### src/hdl/bps_pkg.sv
`default_nettype none

package bps_pkg;

  // Fixed field widths
  localparam int DIM_W      = 13;           // image / mark dimension registers
  localparam int OFFS_W     = 24;           // start offset register
  localparam int SIZE_W     = 2 * DIM_W;    // mark_width * mark_height
  localparam int SAMPLE_W   = 16;           // width of one color sample
  localparam int SEL_W      = $clog2(SAMPLE_W);
  localparam int COORD_W    = 12;           // pixel_column / pixel_row fields
  localparam int PLANE_OUT_W = 4;           // bit_plane field
  localparam int APB_DATA_W = 32;
  localparam int APB_ADDR_W = 5;

  typedef enum logic [2:0] {
    REG_IMAGE_WIDTH  = 3'd0,
    REG_IMAGE_HEIGHT = 3'd1,
    REG_MARK_WIDTH   = 3'd2,
    REG_MARK_HEIGHT  = 3'd3,
    REG_START_OFFSET = 3'd4
  } reg_idx_t;

  typedef struct packed {
    logic [SAMPLE_W-1:0] red_sample;
    logic [SAMPLE_W-1:0] green_sample;
    logic [SAMPLE_W-1:0] blue_sample;
  } pix_t;

  typedef struct packed {
    logic [COORD_W-1:0]     pixel_column;
    logic [COORD_W-1:0]     pixel_row;
    logic [PLANE_OUT_W-1:0] bit_plane;
    logic                   bit_value;
    logic                   last_write;
  } wr_t;

  // Settings handed from the register block to the datapath
  typedef struct packed {
    logic [DIM_W-1:0]  cols;
    logic [DIM_W-1:0]  rows;
    logic [SIZE_W-1:0] mark_size;
    logic [OFFS_W-1:0] start_offset;
    logic              restart;
  } cfg_t;

endpackage

`default_nettype wire

### src/hdl/bps_if.sv
`default_nettype none

interface bps_pix_if import bps_pkg::*; ();
  logic valid;
  logic ready;
  pix_t data;

  modport source (output valid, output data, input ready);
  modport sink (input valid, input data, output ready);
endinterface

interface bps_wr_if import bps_pkg::*; ();
  logic valid;
  logic ready;
  wr_t  data;

  modport source (output valid, output data, input ready);
  modport sink (input valid, input data, output ready);
endinterface

`default_nettype wire

### src/hdl/bps_cfg.sv
`default_nettype none

module bps_cfg import bps_pkg::*; #(
  parameter int MAX_DIM = 4096
) (
  input  wire logic                  clk,
  input  wire logic                  rst,
  input  wire logic                  psel,
  input  wire logic                  penable,
  input  wire logic                  pwrite,
  input  wire logic [APB_ADDR_W-1:0] paddr,
  input  wire logic [APB_DATA_W-1:0] pwdata,
  output logic      [APB_DATA_W-1:0] prdata,
  output logic                       pready,
  output cfg_t                       cfg
);

  logic [DIM_W-1:0]  image_width;
  logic [DIM_W-1:0]  image_height;
  logic [DIM_W-1:0]  mark_width;
  logic [DIM_W-1:0]  mark_height;
  logic [OFFS_W-1:0] start_offset;
  logic [SIZE_W-1:0] mark_size;
  logic              restart;
  logic              wr_en;
  reg_idx_t          idx;

  function automatic logic [DIM_W-1:0] clamp_dim(input logic [DIM_W-1:0] v);
    logic [DIM_W-1:0] r;
    if (v == '0) begin
      r = DIM_W'(1);
    end else if (32'(v) > MAX_DIM) begin
      r = DIM_W'(MAX_DIM);
    end else begin
      r = v;
    end
    return r;
  endfunction

  assign pready = 1'b1;
  assign wr_en  = psel && penable && pwrite && pready;
  assign idx    = reg_idx_t'(paddr[APB_ADDR_W-1:2]);

  always_ff @(posedge clk) begin
    if (rst) begin
      image_width  <= DIM_W'(1);
      image_height <= DIM_W'(1);
      mark_width   <= DIM_W'(1);
      mark_height  <= DIM_W'(1);
      start_offset <= '0;
      restart      <= 1'b0;
    end else begin
      restart <= 1'b0;
      if (wr_en) begin
        unique case (idx)
          REG_IMAGE_WIDTH: begin
            image_width <= pwdata[DIM_W-1:0];
            restart     <= 1'b1;
          end
          REG_IMAGE_HEIGHT: begin
            image_height <= pwdata[DIM_W-1:0];
            restart      <= 1'b1;
          end
          REG_MARK_WIDTH: begin
            mark_width <= pwdata[DIM_W-1:0];
            restart    <= 1'b1;
          end
          REG_MARK_HEIGHT: begin
            mark_height <= pwdata[DIM_W-1:0];
            restart     <= 1'b1;
          end
          REG_START_OFFSET: begin
            start_offset <= pwdata[OFFS_W-1:0];
            restart      <= 1'b1;
          end
          default: ;
        endcase
      end
    end
  end

  // Product is registered from the stored mark dimensions and updates after the restart pulse lands
  always_ff @(posedge clk) begin
    mark_size <= clamp_dim(mark_width) * clamp_dim(mark_height);
  end

  always_comb begin
    unique case (idx)
      REG_IMAGE_WIDTH:  prdata = APB_DATA_W'(image_width);
      REG_IMAGE_HEIGHT: prdata = APB_DATA_W'(image_height);
      REG_MARK_WIDTH:   prdata = APB_DATA_W'(mark_width);
      REG_MARK_HEIGHT:  prdata = APB_DATA_W'(mark_height);
      REG_START_OFFSET: prdata = APB_DATA_W'(start_offset);
      default:          prdata = '0;
    endcase
  end

  assign cfg.cols         = clamp_dim(image_width);
  assign cfg.rows         = clamp_dim(image_height);
  assign cfg.mark_size    = mark_size;
  assign cfg.start_offset = start_offset;
  assign cfg.restart      = restart;

endmodule

`default_nettype wire

### src/hdl/bps_core.sv
`default_nettype none

module bps_core import bps_pkg::*; #(
  parameter int SAMPLE_BITS = 16
) (
  input  wire logic clk,
  input  wire logic rst,
  input  cfg_t      cfg,
  bps_pix_if.sink   pix,
  bps_wr_if.source  wr
);

  localparam int WRAP_W  = $clog2(SAMPLE_BITS + 1);
  localparam int PLANE_W = $clog2(SAMPLE_BITS);

  typedef enum logic [1:0] {
    PH_RED   = 2'd0,
    PH_GREEN = 2'd1,
    PH_BLUE  = 2'd2
  } phase_t;

  // Input register
  logic s1_valid;
  pix_t s1_data;
  logic advance;
  logic step;

  // Scatter state
  phase_t             phase, phase_next;
  logic [SIZE_W-1:0]  pos, pos_next, pos_inc;
  logic [WRAP_W-1:0]  wrap_cnt, wrap_next;
  logic [PLANE_W-1:0] plane, plane_next;
  logic [DIM_W-1:0]   col, col_next, col_inc;
  logic [DIM_W-1:0]   row, row_next, row_inc;
  logic               finished, finished_next;

  logic [SAMPLE_W-1:0] sample;
  logic                bit_val;
  logic                produce;

  // Output register
  logic out_valid;
  wr_t  out_data;

  assign advance   = !out_valid || wr.ready;
  assign pix.ready = !s1_valid || advance;
  assign step      = s1_valid && advance;

  always_ff @(posedge clk) begin
    if (rst) begin
      s1_valid <= 1'b0;
    end else if (pix.ready) begin
      s1_valid <= pix.valid;
    end
  end

  always_ff @(posedge clk) begin
    if (pix.ready && pix.valid) begin
      s1_data <= pix.data;
    end
  end

  always_comb begin
    unique case (phase)
      PH_RED:   sample = s1_data.red_sample;
      PH_GREEN: sample = s1_data.green_sample;
      default:  sample = s1_data.blue_sample;
    endcase
    bit_val = (32'(wrap_cnt) < SAMPLE_W) ? sample[wrap_cnt[SEL_W-1:0]] : 1'b0;

    produce = !finished && (pos < cfg.mark_size);

    unique case (phase)
      PH_RED:   phase_next = PH_GREEN;
      PH_GREEN: phase_next = PH_BLUE;
      default:  phase_next = PH_RED;
    endcase

    pos_inc  = pos + SIZE_W'(1);
    pos_next = (pos_inc == cfg.mark_size) ? '0 : pos_inc;
    // a wrap back to the start offset moves to the next sample bit
    wrap_next = (pos_next == SIZE_W'(cfg.start_offset)) ? wrap_cnt + WRAP_W'(1) : wrap_cnt;
    finished_next = (wrap_next == WRAP_W'(SAMPLE_BITS));

    col_inc    = col + DIM_W'(1);
    row_inc    = row + DIM_W'(1);
    col_next   = col_inc;
    row_next   = row;
    plane_next = plane;
    if (col_inc >= cfg.cols) begin
      col_next = '0;
      row_next = row_inc;
      if (row_inc >= cfg.rows) begin
        row_next = '0;
        if (plane == '0) begin
          finished_next = 1'b1;
        end else begin
          plane_next = plane - PLANE_W'(1);
        end
      end
    end
  end

  always_ff @(posedge clk) begin
    if (rst || cfg.restart) begin
      phase    <= PH_RED;
      pos      <= rst ? '0 : SIZE_W'(cfg.start_offset);
      wrap_cnt <= '0;
      plane    <= PLANE_W'(SAMPLE_BITS - 1);
      col      <= '0;
      row      <= '0;
      finished <= 1'b0;
    end else if (step) begin
      if (produce) begin
        phase    <= phase_next;
        pos      <= pos_next;
        wrap_cnt <= wrap_next;
        plane    <= plane_next;
        col      <= col_next;
        row      <= row_next;
        finished <= finished_next;
      end else begin
        // start offset outside the mark, or already done
        finished <= 1'b1;
      end
    end
  end

  always_ff @(posedge clk) begin
    if (rst) begin
      out_valid <= 1'b0;
    end else if (advance) begin
      out_valid <= s1_valid && produce;
    end
  end

  always_ff @(posedge clk) begin
    if (step) begin
      out_data.pixel_column <= COORD_W'(col);
      out_data.pixel_row    <= COORD_W'(row);
      out_data.bit_plane    <= PLANE_OUT_W'(plane);
      out_data.bit_value    <= bit_val;
      out_data.last_write   <= finished_next;
    end
  end

  assign wr.valid = out_valid;
  assign wr.data  = out_data;

  a_no_write_when_done: assert property (@(posedge clk) disable iff (rst)
    finished && step |=> !out_valid)
    else $error("write issued after extraction finished");

  a_wrap_bounded: assert property (@(posedge clk) disable iff (rst)
    !finished |-> (32'(wrap_cnt) < SAMPLE_BITS))
    else $error("wrap count reached sample width without finishing");

  // new image size lands while restart is high, before the raster position is cleared
  a_col_in_range: assert property (@(posedge clk) disable iff (rst)
    !cfg.restart |-> (col < cfg.cols && row < cfg.rows))
    else $error("output raster position outside image");

  a_plane_in_range: assert property (@(posedge clk) disable iff (rst)
    32'(plane) < SAMPLE_BITS)
    else $error("bit plane above top plane");

endmodule

`default_nettype wire

### src/hdl/stego_bitplane_scatter_top.sv
`default_nettype none

// Channel  Kind          Payload
// pix      valid/ready   red_sample, green_sample, blue_sample (16b each)
// wr       valid/ready   pixel_column, pixel_row, bit_plane, bit_value, last_write
// apb      psel/penable  image_width, image_height, mark_width, mark_height, start_offset
//
// One request per cycle sustained while wr is ready; a result passes through the input register,
// then the result register; the counter update fits between them.
// A request that yields no write (after the end, or offset outside the mark) is dropped.
// rst is synchronous; registers take their reset values and the scan restarts.
// Any register write restarts the scan through the registered restart pulse.
// A stall on wr holds the result register and backs up into the input register.

module stego_bitplane_scatter_top import bps_pkg::*; #(
  parameter int SAMPLE_BITS = 16,
  parameter int MAX_DIM     = 4096
) (
  input  wire logic                  clk,
  input  wire logic                  rst,
  bps_pix_if.sink                    pix,
  bps_wr_if.source                   wr,
  input  wire logic                  psel,
  input  wire logic                  penable,
  input  wire logic                  pwrite,
  input  wire logic [APB_ADDR_W-1:0] paddr,
  input  wire logic [APB_DATA_W-1:0] pwdata,
  output logic      [APB_DATA_W-1:0] prdata,
  output logic                       pready
);

  cfg_t cfg;

  bps_cfg #(
    .MAX_DIM(MAX_DIM)
  ) u_cfg (
    .clk     (clk),
    .rst     (rst),
    .psel    (psel),
    .penable (penable),
    .pwrite  (pwrite),
    .paddr   (paddr),
    .pwdata  (pwdata),
    .prdata  (prdata),
    .pready  (pready),
    .cfg     (cfg)
  );

  bps_core #(
    .SAMPLE_BITS(SAMPLE_BITS)
  ) u_core (
    .clk (clk),
    .rst (rst),
    .cfg (cfg),
    .pix (pix),
    .wr  (wr)
  );

endmodule

`default_nettype wire
### src/flat_wrapper.sv
// flat-port wrapper written by rule: the top's interface ports become plain ports
module stego_bitplane_scatter_top_flat import bps_pkg::*;
#(
  parameter int SAMPLE_BITS = 16,
  parameter int MAX_DIM     = 4096
)
  (clk, rst, psel, penable, pwrite, paddr, pwdata, prdata, pready, pix_valid, pix_data, pix_ready, wr_valid, wr_data, wr_ready);
  bps_pix_if pix_i ();
  bps_wr_if wr_i ();
  input  wire logic clk;
  input  wire logic rst;
  input  wire logic psel;
  input  wire logic penable;
  input  wire logic pwrite;
  input  wire logic [APB_ADDR_W-1:0] paddr;
  input  wire logic [APB_DATA_W-1:0] pwdata;
  output logic      [APB_DATA_W-1:0] prdata;
  output logic pready;
  input wire logic [$bits(pix_i.valid)-1:0] pix_valid;
  input wire logic [$bits(pix_i.data)-1:0] pix_data;
  output wire logic [$bits(pix_i.ready)-1:0] pix_ready;
  output wire logic [$bits(wr_i.valid)-1:0] wr_valid;
  output wire logic [$bits(wr_i.data)-1:0] wr_data;
  input wire logic [$bits(wr_i.ready)-1:0] wr_ready;
  assign pix_i.valid = pix_valid;
  assign pix_i.data = pix_data;
  assign pix_ready = pix_i.ready;
  assign wr_valid = wr_i.valid;
  assign wr_data = wr_i.data;
  assign wr_i.ready = wr_ready;
  stego_bitplane_scatter_top #(.SAMPLE_BITS(SAMPLE_BITS), .MAX_DIM(MAX_DIM)) u_core (.clk(clk), .rst(rst), .pix(pix_i), .wr(wr_i), .psel(psel), .penable(penable), .pwrite(pwrite), .paddr(paddr), .pwdata(pwdata), .prdata(prdata), .pready(pready));
endmodule
### config.mk
export PLATFORM = sky130hd
export DESIGN_NAME = stego_bitplane_scatter_top_flat
export DESIGN_NICKNAME = d
export VERILOG_FILES = /design/src/hdl/bps_pkg.sv /design/src/hdl/bps_if.sv /design/src/hdl/bps_cfg.sv /design/src/hdl/bps_core.sv /design/src/hdl/stego_bitplane_scatter_top.sv /design/src/flat_wrapper.sv
export SDC_FILE = /design/constraint.sdc
export NUM_CORES = 1
export LEC_CHECK = 0
export BUFFER_PORTS_ARGS = -buffer_cell sky130_fd_sc_hd__buf_2
export CAP_MARGIN = 25
export CORE_MARGIN = 2
export CORE_UTILIZATION = 25
export CTS_CLUSTER_SIZE = 12
export DETAILED_ROUTE_END_ITERATION = 12
export PLACE_DENSITY = 0.49
export RECOVER_POWER = 50
export SYNTH_ARGS = -nofsm -noshare
export SYNTH_HDL_FRONTEND = slang
export SYNTH_HIERARCHICAL = 1
export SYNTH_SLANG_ARGS = --single-unit
### constraint.sdc
create_clock -name clk -period 5.9 [get_ports clk]
set_input_delay 1.18 -clock clk [delete_from_list [all_inputs] [get_ports clk]]
set_output_delay 1.18 -clock clk [all_outputs]
set_load 0.03 [all_outputs]
==> results of run 1 <==
cell usage after synthesis (23+ instances only):
library cell	number
fa_1	121
ha_1	128
and2_1	25
nand3_1	48
xnor2_1	61
xor2_1	39
inv_1	247
a21oi_1	122
a22oi_1	23
nand2_1	270
edfxtp_1	104
mux2i_1	74
nand4_1	23
o21ai_0	45
nor2b_1	62
clkbuf_1	78
dfxtp_1	143
nor2_1	205
nor3_1	29
cell families after synthesis:
group	Yosys count	share of synthesized area, %
flops	247	31.85
xor+xnor	101	4.786
compound gates	317	10.73
other cells	2	0.03996
simple gates	760	19.13
mux	78	4.420
buf+inv	360	7.589
fa+ha+maj	250	21.46
per-stage QoR:
stage          setup WS, ns  utilization, %  std cells  hold WS (ns)  instance area, um2
6_report             0.3361           29.23       3241        0.4679               21760
5_1_grt             0.01708           29.23       3241        0.5035               21760
4_1_cts              0.1504           29.15       3234        0.4694               21700
3_5_place_dp         0.1810           27.90       3182        0.4589               20770
3_3_place_gp         0.1784           27.85       3180        0.4531               20730
2_1_floorplan        0.4400               -       2122        0.4305               18820
worst paths after layout:
path / start / end / cells past startpoint
setup / recovery: u_core/u_cfg/mark_width[5] / u_core/u_cfg/mark_size[24] / 21
hold / removal: u_core/u_core/row[12] / u_core/u_core/row[12] / 2
setup reg to reg: u_core/u_cfg/mark_width[5] / u_core/u_cfg/mark_size[24] / 21
hold reg to reg: u_core/u_core/row[12] / u_core/u_core/row[12] / 2
sequential cells by signal (all words and copies together), names as in the netlist:
signal and cells:
u_core/u_core/wrap_cnt 5, u_core/u_core/col 13, u_core/u_cfg/mark_width 13, u_core/u_core/wr.data 30
u_core/u_core/phase 2, u_core/u_core/wr.valid 1, u_core/u_core/finished 1, u_core/u_cfg/image_width 13
u_core/u_cfg/image_height 13, u_core/u_core/s1_data 48, u_core/u_cfg/mark_size 26, u_core/u_core/plane 4
u_core/u_cfg/mark_height 13, u_core/u_core/row 13, u_core/u_cfg/start_offset 24, u_core/u_core/pos 26
u_core/u_cfg/restart 1, u_core/u_core/s1_valid 1
power breakdown:
part / internal (W) / switching [W]
clock network: 0.00105 / 0.000709
logic: 0.000153 / 0.000248
registers: 0.00184 / 0.0000578
final cells by class:
type,count,area share [%]
multi-input cells,1515,52.53
well taps,969,5.572
flip-flops and latches,247,27.53
clock inverters,11,0.5060
diodes,2,0.02300
inverters,248,4.278
repair buffers,208,5.790
clock buffers,41,3.778
per-layer routing:
metal	GRT usage, %	share of wire, %
met2	23.58	46
met1	19.76	47
met3	1.897	4.1
met4	4.227	3.0
met5	0	0
cell usage in the layout (no fill, tap or decap), types with 9 or more instances in the layout:
cell type    n
nand4_1     23
conb_1       9
nor4_1      21
and2_1      23
nor3_1      29
a21o_1      20
ha_1       128
a21oi_1    122
nand3_1     48
dfxtp_1    140
buf_4       61
o22ai_1     17
nand2_1    270
nor2b_1     61
nand3b_1    10
mux2i_1     74
xnor2_1     61
o21ai_0     44
clkbuf_16   30
nor2_1     205
o21a_1       9
fa_1       121
a22oi_1     23
clkbuf_1    47
inv_1      247
and3_1      20
buf_2      100
xor2_1      39
nand2b_1    17
edfxtp_1   104
worst min-delay path, cell delays in order (launching register included):
cell	delay, ns
dfxtp_1	0.32
nand2_1	0.05
a21oi_1	0.05
==> key figures, run 1 <==
Status
  • Status: complete, but fails checks
  • Failing checks: max-capacitance violations, max-slew violations

STA
  • Count of pins over their slew limit: 104
  • Setup violations, final: 0
  • Final Hold Violating Endpoints: 0
  • Max Freq: 0.1797 GHz
  • Relative max-transition margin: -49.13%
  • Clk_skew: 0.01098 ns
  • Min Tclk post-route: 5.564 ns
  • Worst Tran Pin Value: 2.237 ns
  • Unrepaired setup endpoints after global routing: no
  • Total negative slack: 0 ns
  • Final period util: 94.30%

Logic synthesis
  • Yosys top cell by area: edfxtp_1
  • Post-synthesis average cell area: 8.887 um2
  • Top-area cell type share of the netlist area: 16.62%
  • Netlist cell types: 81
  • Seq cells post-synth: 247
  • YS warnings: 6
  • Post-Syn Instances: 2115
  • Sequential fraction of the synthesis area: 31.85%
  • Ys flop type: dfxtp_1
  • Netlist Area Pre-Place: 18800 um2
  • EDFF count, synth: 104
  • Async SR Flop Fraction: 0%
  • Main area contributors after synthesis: edfxtp_1 (17%), dfxtp_1 (15%), fa_1 (13%)

CTS
  • Post-CTS setup repair buffer count: 0
  • Cts hold-fix bufs: 0
  • CTS clk-pin slew, worst paths: 0.06 ns
  • Count of cells resized by post-cts repair: 0
  • CTS buffer count: 28
  • CTS tree: yes
  • Worst-Skew Late Latency: 0.56 ns
  • Bufs on Longest Clock Path: 3
  • H-tree depth: 1
  • Root Buffer: clkbuf_16
  • CTS Sinks: 247

Setup path
  • Worst Path Buf+Inv: 6
  • Crit-path most repeated cell: fa_1
  • Critical Path RT: 6.38 ns
  • Crit-path max FO: 8
  • Kind of end point of the critical path: flop
  • Worst setup SP type: flop
  • WS Path Type: reg -> reg
  • CP Cell Sequence: buf_4, nor2b_1, buf_4, and2_1, fa_1, inv_1, fa_1, fa_1, inv_1, fa_1, inv_1, fa_1, inv_1, ha_1, a21oi_1, a21oi_1, o21ai_0, nor2b_1, a21oi_2, a221oi_2, xnor2_1
  • CP top delay family: adder cells
  • Critical path's slowest cell: fa_1
  • Worst path max stage delay: 0.62 ns
  • FF-to-FF setup slack: 0.34 ns
  • WP data arrival: 6.04 ns

Routing
  • Per-cell routed wire length: 17.41 um
  • Post-DRT Antenna Nets: 0
  • Pre-antenna DRT Iters: 5
  • Drt total wl: 56.43 mm
  • # DRC: 0
  • Via count: 15152
  • Via-per-instance ratio: 4.675
  • Initial DRC Count: 1039

Power
  • P per Cell Area: 186.5 nW/um2
  • Design Power: 0.004057 W
  • Peak supply drop: 0.1916 mV
  • Leakage: 9.080 nW

Floorplan
  • Die area: 77390 um2
  • Num rows: 100
  • Starting Density: 25.25%
  • Die height: 278.2 um
  • DIE WIDTH: 278.2 um
  • Core area: 74450 um2
  • Ports: 157

Job
  • Max-cap violations: 3

GRT
  • Largest net degree at the start of global routing: 104
  • Grt total ovfl: 0
  • First-pass GRT wire length: 88.54 mm
  • GRT Util Overall: 14.40%
  • Number of global-route vias before repair: 15340
  • Initial antenna violation count: 2

Final layout
  • Layout net count: 2589
  • # fillers: 7863
  • Share of cells above drive strength 1: 10.97%
  • Footprint of the multi-input gates: 11430 um2
  • Area growth from synthesis to layout: 15.77%
  • Sequential Area: 5989 um2

Place
  • IO Port Bufs: 137
  • Final Wtd Congestion: 0.8814
  • Detailed Place HPWL: 45.03 mm

Min path
  • Worst hold path type: reg -> reg
(Power assumes the default switching activity.)
==> run 2: changes to the inputs <==
Settings changed: ABC_AREA set to 1.
==> run 2 against run 1 <==
Against the previous run: the flow still finishes with violations (max-capacitance violations, max-slew violations); synthesized cell count rose by 25%; via count up 13%; first-iteration DRC count up 4.7%; worst hold slack got worse by 0.031 ns; combinational power is 46% higher; largest cell class unchanged; largest power group unchanged; highest routed layer is now met5.
==> key figures, run 2 <==
Setup path
  • Critical Path RT: 6.32 ns (-0.06 ns)
  • WS Path Type: reg -> reg
  • Critical path's slowest cell: fa_1
  • WP data arrival: 6.02 ns (-0.02 ns)
  • Worst setup SP type: flop
  • CP Cell Sequence: inv_1, nand4_1, nor2_2, a21oi_4, inv_4, nand2_2, nor2_1, fa_1, fa_1, fa_1, fa_1, inv_1, fa_1, inv_1, ha_1, nand2_1, inv_1, a21oi_1, nand3_1, nand2_1, nand2_1, nand2_1, nand2_1
  • Reg-to-Reg Start: u_core/u_cfg/mark_width[7]
  • Crit-path max FO: 9 (+1)
  • R2R Path End: u_core/u_cfg/mark_size[22]
  • Worst Reg-to-Reg Cells: 23 (+9.5%)
  • FF-to-FF setup slack: 0.30 ns (-0.03 ns)
  • CP top delay family: adder cells
  • Worst Path Buf+Inv: 5 (-1)
  • Worst path max stage delay: 0.56 ns (-0.06 ns)
  • Kind of end point of the critical path: flop

Place
  • Detailed Place HPWL: 46.81 mm (+4.0%)
  • Final Wtd Congestion: 0.8489 (-3.7%)
  • IO Port Bufs: 137 (unchanged)
  • Placed cell count: 3797 (+19%)

Floorplan
  • Core area: 77340 um2 (+3.9%)
  • Ports: 157 (unchanged)
  • Die height: 283.4 um (+1.9%)
  • Num rows: 102 (+2.0%)
  • Starting Density: 25.23% (about the same)
  • DIE WIDTH: 283.4 um (+1.9%)
  • Die area: 80320 um2 (+3.8%)

STA
  • Min Tclk post-route: 5.599 ns (+0.03469 ns)
  • Worst hold margin: 0.4370 ns (-0.03093 ns)
  • Total negative slack: 0 ns (unchanged)
  • Setup violations, final: 0 (unchanged)
  • Clk_skew: 0.01326 ns (+0.002278 ns)
  • Worst Tran Pin Value: 2.590 ns (+0.3534 ns)
  • Unrepaired setup endpoints after global routing: no
  • Final Hold Violating Endpoints: 0 (unchanged)
  • Relative max-transition margin: -72.69% (-24 points)
  • Final period util: 94.89% (+0.59 points)
  • Max Freq: 0.1786 GHz (-0.62%)
  • Count of pins over their slew limit: 134 (+29%)

Routing
  • Initial DRC Count: 1088 (+4.7%)
  • # DRC: 0 (unchanged)
  • Via-per-instance ratio: 4.427 (-5.3%)
  • Post-DRT Antenna Nets: 0 (unchanged)
  • Per-cell routed wire length: 15.26 um (-12%)
  • Via count: 17048 (+13%)
  • Pre-antenna DRT Iters: 5 (unchanged)
  • Drt total wl: 58.78 mm (+4.2%)

Logic synthesis
  • Netlist Area Pre-Place: 19520 um2 (+3.8%)
  • Ys flop type: dfxtp_1
  • Async SR Flop Fraction: 0% (unchanged)
  • Netlist cell types: 48 (-41%)
  • Yosys top cell by area: edfxtp_1
  • Post-synthesis average cell area: 7.398 um2 (-17%)
  • Sequential fraction of the synthesis area: 30.67% (-1.2 points)
  • Most frequent cells after synthesis: nand2_1 (626), inv_1 (489), nor2_1 (292), nand3_1 (179), dfxtp_1 (143)
  • Seq cells post-synth: 247 (unchanged)
  • YS warnings: 6 (unchanged)
  • Count leader, synth: nand2_1
  • Post-Syn Instances: 2638 (+25%)
  • EDFF count, synth: 104 (unchanged)
  • Top-area cell type share of the netlist area: 16.00% (-0.61 points)
  • Main area contributors after synthesis: edfxtp_1 (16%), dfxtp_1 (15%), fa_1 (12%)

Final layout
  • Share of cells above drive strength 1: 10.22% (-0.75 points)
  • Layout net count: 3128 (+21%)
  • Max reg flops: 48 (unchanged)
  • Area growth from synthesis to layout: 14.84%
  • Commonest non-fill, non-tap cell in the layout: nand2_1
  • Most frequent cells in the layout: nand2_1 (619), inv_1 (489), nor2_1 (291)
  • Layout Cells excl Fill: 3851 (+19%)
  • Top reg by flops: u_core/u_core/s1_data
  • Fin util: 28.98% (-0.25 points)
  • # fillers: 8629 (+9.7%)

Min path
  • Worst hold path type: reg -> reg
  • WHS Endpoint: u_core/u_core/wr.data[17]
  • Hold Path Depth: 0 (-2)
  • Hold path startpoint: u_core/u_core/row[11]

CTS
  • Bufs on Longest Clock Path: 3 (unchanged)
  • CTS clk-pin slew, worst paths: 0.06 ns (about the same)
  • Cts hold-fix bufs: 0 (unchanged)
  • CTS Sinks: 247 (unchanged)
  • CTS buffer count: 28 (unchanged)
  • Root Buffer: clkbuf_16
  • Worst-Skew Late Latency: 0.55 ns (about the same)
  • H-tree depth: 1 (unchanged)
  • CTS tree: yes
  • Count of cells resized by post-cts repair: 0 (unchanged)
  • Post-CTS setup repair buffer count: 0 (unchanged)

GRT
  • First-pass GRT wire length: 91.74 mm (+3.6%)
  • Number of global-route vias before repair: 16277 (+6.1%)
  • Grt total ovfl: 0 (unchanged)
  • Initial antenna violation count: 3 (+1)
  • Largest net degree at the start of global routing: 52 (-50%)
  • GRT Util Overall: 14.33% (-0.069 points)

Power
  • Design Power: 0.004239 W (+4.5%)
  • P per Cell Area: 189.1 nW/um2 (+1.4%)
  • Peak supply drop: 0.2199 mV (+15%)
  • Leakage: 10.33 nW (+14%)

Status
  • Status: complete, but fails checks
  • Failing checks: max-capacitance violations, max-slew violations

Job
  • Max-cap violations: 3 (unchanged)
## run 2: cell type report
type | count | area, um2 | share of cell area, %
clock inverters | 10 | 80.08 | 0.3573
well taps | 1040 | 1301 | 5.806
repair buffers | 179 | 975.9 | 4.354
flip-flops and latches | 247 | 5986 | 26.71
diodes | 2 | 5.005 | 0.02233
multi-input cells | 1821 | 11320 | 50.50
clock buffers | 42 | 825.8 | 3.684
inverters | 510 | 1921 | 8.569
## run 2: how the worst max path moves through the flow
stage                                       to  depth (start not counted)                        start
finish              u_core/u_cfg/mark_size[22]                         23   u_core/u_cfg/mark_width[7]
global route        u_core/u_cfg/mark_size[23]                         23   u_core/u_cfg/mark_width[7]
CTS                 u_core/u_cfg/mark_size[22]                         25  u_core/u_cfg/mark_height[6]
detailed placement  u_core/u_cfg/mark_size[22]                         25  u_core/u_cfg/mark_height[6]
global placement    u_core/u_cfg/mark_size[22]                         25  u_core/u_cfg/mark_height[3]
floorplan           u_core/u_cfg/mark_size[19]                         23   u_core/u_cfg/mark_width[7]
## run 2: per-layer routing
metal / part of all wire, % / GRT usage, % / vias up / wire (um)
li1: - / - / 8614 / -
met1: 49 / 20.64 / 7987 / 28680
met2: 45 / 22.96 / 379 / 26300
met3: 4.4 / 1.584 / 66 / 2591
met4: 2.0 / 3.214 / 2 / 1196
met5: 0.012 / 0 / - / 7
## run 2: cell families after synthesis
| kind of cell | count (synthesis) | share of synthesized area (%) |
|---|---|---|
| AOI/OAI and AO/OA | 323 | 9.123 |
| buffers and inverters | 577 | 11.64 |
| xor gates and xnor gates | 33 | 1.481 |
| adders and majority gates | 249 | 20.62 |
| other | 2 | 0.03848 |
| and+or+nand+nor | 1207 | 26.43 |
| DFF | 247 | 30.67 |
## run 2: worst reg2reg max path, stage by stage, from the launching register on
cell and delay (ns):
dfxtp_1 0.37, inv_1 0.13, nand4_1 0.12, nor2_2 0.06, a21oi_4 0.28, inv_4 0.10
nand2_2 0.27, nor2_1 0.11, fa_1 0.52, fa_1 0.53, fa_1 0.52, fa_1 0.54
inv_1 0.05, fa_1 0.56, inv_1 0.05, ha_1 0.37, nand2_1 0.13, inv_1 0.05
a21oi_1 0.23, nand3_1 0.19, nand2_1 0.11, nand2_1 0.05, nand2_1 0.05, nand2_1 0.08
## run 2: through the flow
step / setup WS, ns / instance area, um2
3_3_place_gp: 0.3016 / 21480
6_report: 0.3014 / 22410
2_1_floorplan: 0.9332 / 19540
5_1_grt: 0.03109 / 22410
4_1_cts: 0.2793 / 22410
3_5_place_dp: 0.2903 / 21500
## run 2: where the power goes
part	internal [W]	switching [W]	leakage, nW
Sequential	0.00186	0.0000604	2.18
Clock	0.00101	0.000725	0.446
Combinational	0.000194	0.000392	7.71
==> run 3: changes to the inputs <==
Settings changed: CELL_PAD_IN_SITES_DETAIL_PLACEMENT set to 2, CELL_PAD_IN_SITES_GLOBAL_PLACEMENT set to 2, CORE_MARGIN 2 to unset, PLACE_DENSITY 0.49 to 0.69.
==> run 3 against run 2 <==
Against the previous run: sequential cell count unchanged; the run still ends with max-capacitance violations, max-slew violations left; clock-buffer cell count is 2 higher; design area increased by 1.2%; clock skew grew 0.0064 ns; die area decreased by 1.4%; highest routed layer is now met4; sequential power hardly changed; maximum frequency rose by 0.93%; first-iteration DRC count decreased by 37%; critical endpoint is now u_core/u_cfg/mark_size[24]; setup slack better by 0.052 ns; final cell count rose by 0.49%; register-to-register slack better by 0.05 ns; global-route usage increased by 3.7 points.
==> key figures, run 3 (synthesis gave the netlist of run 2 again) <==
Place
  • Final Wtd Congestion: 0.8570 (+0.95%)
  • Area after DPL: 21550 um2 (+0.24%)
  • IO Port Bufs: 137 (unchanged)
  • Detailed Place HPWL: 58.83 mm (+26%)

Routing
  • Per-cell routed wire length: 18.63 um (+22%)
  • Top sig layer: met4
  • Met2 WL: 35.16 mm (+34%)
  • Drt total wl: 72.11 mm (+23%)
  • Via count: 18030 (+5.8%)
  • Met1 wire length: 33.17 mm (+16%)
  • Via-per-instance ratio: 4.659 (+5.2%)
  • Post-DRT Antenna Nets: 0 (unchanged)
  • Pre-antenna DRT Iters: 5 (unchanged)
  • Initial DRC Count: 688 (-37%)
  • # DRC: 0 (unchanged)
  • Met3 wire length: 1.904 mm (-27%)

STA
  • Worst Tran Pin Value: 2.649 ns (+0.05880 ns)
  • Final period util: 94.01% (-0.88 points)
  • Final Hold Violating Endpoints: 0 (unchanged)
  • Relative max-transition margin: -76.61% (-3.9 points)
  • Min Tclk post-route: 5.547 ns (-0.05180 ns)
  • Clk_skew: 0.01968 ns (+0.006415 ns)
  • Max Freq: 0.1803 GHz (+0.93%)
  • Setup violations, final: 0 (unchanged)
  • Count of pins over their slew limit: 135 (+0.75%)
  • Total negative slack: 0 ns (unchanged)
  • Worst hold margin: 0.4644 ns (+0.02737 ns)

Final layout
  • Post-route cell area: 22670 um2 (+1.2%)
  • Fin util: 29.32% (+0.34 points)
  • Top reg by flops: u_core/u_core/s1_data
  • Max reg flops: 48 (unchanged)
  • Commonest non-fill, non-tap cell in the layout: nand2_1
  • Layout net count: 3144 (+0.51%)
  • Area growth from synthesis to layout: 16.18%
  • Share of cells above drive strength 1: 11.18% (+0.96 points)
  • Most frequent cells in the layout: nand2_1 (618), inv_1 (488), nor2_1 (291)

Floorplan
  • Die area: 79190 um2 (-1.4%)
  • DIE WIDTH: 281.4 um (-0.71%)
  • Core area: 77340 um2 (unchanged)
  • Num rows: 102 (unchanged)
  • Ports: 157 (unchanged)
  • Die height: 281.4 um (-0.71%)
  • Starting Density: 25.23% (unchanged)

Setup path
  • Worst path max stage delay: 0.65 ns (+0.09 ns)
  • WP data arrival: 5.97 ns (-0.05 ns)
  • WS Path Type: reg -> reg
  • Kind of end point of the critical path: flop
  • Critical Path RT: 6.33 ns (about the same)
  • Crit-path max FO: 7 (-2)
  • Crit-path most repeated cell: nand2_1
  • Critical path's slowest cell: fa_1
  • Reg-to-Reg Start: u_core/u_cfg/mark_width[7]
  • CP Cell Sequence: inv_1, nand4_1, nor2_2, a21oi_4, nor2_1, buf_4, nand2_1, fa_1, inv_1, fa_1, inv_1, fa_1, inv_1, fa_1, ha_1, ha_1, nand2_1, inv_1, nand2_1, nand2_1, a21oi_1, nand3_1, nand2_1, nand2_1
  • Crit path launch: u_core/u_cfg/mark_width[7]
  • Worst setup SP type: flop

GRT
  • Number of global-route vias before repair: 19661 (+21%)
  • GRT Util Overall: 18.04% (+3.7 points)
  • First-pass GRT wire length: 112.2 mm (+22%)
  • Largest net degree at the start of global routing: 53 (+1.9%)
  • Initial antenna violation count: 2 (-1)
  • Grt total ovfl: 0 (unchanged)

Status
  • Failing checks: max-capacitance violations, max-slew violations
  • Status: complete, but fails checks

CTS
  • Root Buffer: clkbuf_16
  • CTS buffer count: 31 (+11%)
  • Cts hold-fix bufs: 0 (unchanged)
  • CTS Sinks: 247 (unchanged)
  • CTS tree: yes
  • H-tree depth: 1 (unchanged)
  • Bufs on Longest Clock Path: 3 (unchanged)
  • CTS clk-pin slew, worst paths: 0.06 ns (about the same)
  • Worst-Skew Late Latency: 0.58 ns (+0.03 ns)

Min path
  • Worst hold path type: reg -> reg
  • Hold path startpoint: u_core/u_core/row[4]

Job
  • Max-cap violations: 3 (unchanged)

Power
  • Peak supply drop: 0.2346 mV (+6.7%)
  • Leakage: 10.47 nW (+1.4%)
  • P per Cell Area: 198.0 nW/um2 (+4.7%)
==> run 3: where the power goes <==
group,switching (W),total [W],internal (W)
Sequential,0.0000638,0.00192,0.00186
Combinational,0.000435,0.000632,0.000198
Clock,0.000789,0.00193,0.00115
Total,0.00129,0.00449,0.00320
==> run 3: final cells by class <==
type	instances	area (um2)
sequential	247	5987
tap	1040	1301
inverter	510	1927
fill	9173	54670
timing repair inverter	1	5.005
timing repair buffer	191	1092
multi-input combinational	1821	11340
clock buffer	44	865.8
clock inverter	13	145.1
antenna	3	7.507
==> run 3: worst paths after layout <==
kind	to	slack, ns	cells past startpoint
max	u_core/u_cfg/mark_size[24]	0.35	24
min	u_core/u_core/wr.data[10]	0.46	0
max reg2reg	u_core/u_cfg/mark_size[24]	0.35	24
min reg2reg	u_core/u_core/wr.data[10]	0.46	0
==> run 3: what timing repair did <==
action,in CTS,in global routing
gates resized for setup,0,21
endpoints found under the setup margin,0,14
buffers inserted,0,3
==> run 3: stage by stage <==
step                      cells  setup slack (ns)  total power [W]
after detailed placement   3804            0.2286         0.002584
after global placement     3803            0.3231         0.002540
after global routing       3869         -0.005060         0.004696
after CTS                  3861            0.1833         0.004547
after floorplan            2645            0.9332         0.002339
final                      3870            0.3532         0.004489
==> run 3: critical path: cells and delay by family (launching register included) <==
| family | cells | cell delay, ns |
|---|---|---|
| and+or+nand+nor | 10 | 1.17 |
| buffers and inverters | 6 | 0.60 |
| adders and majority gates | 6 | 2.97 |
| DFF | 1 | 0.33 |
| AOI/OAI and AO/OA | 2 | 0.34 |
==> run 3: metal layers <==
layer / global-route usage, % / vias to the layer above
met4: 4.780 / 0
met2: 31.22 / 230
met3: 1.856 / 97
met5: 0 / -
li1: - / 8623
met1: 23.78 / 9080
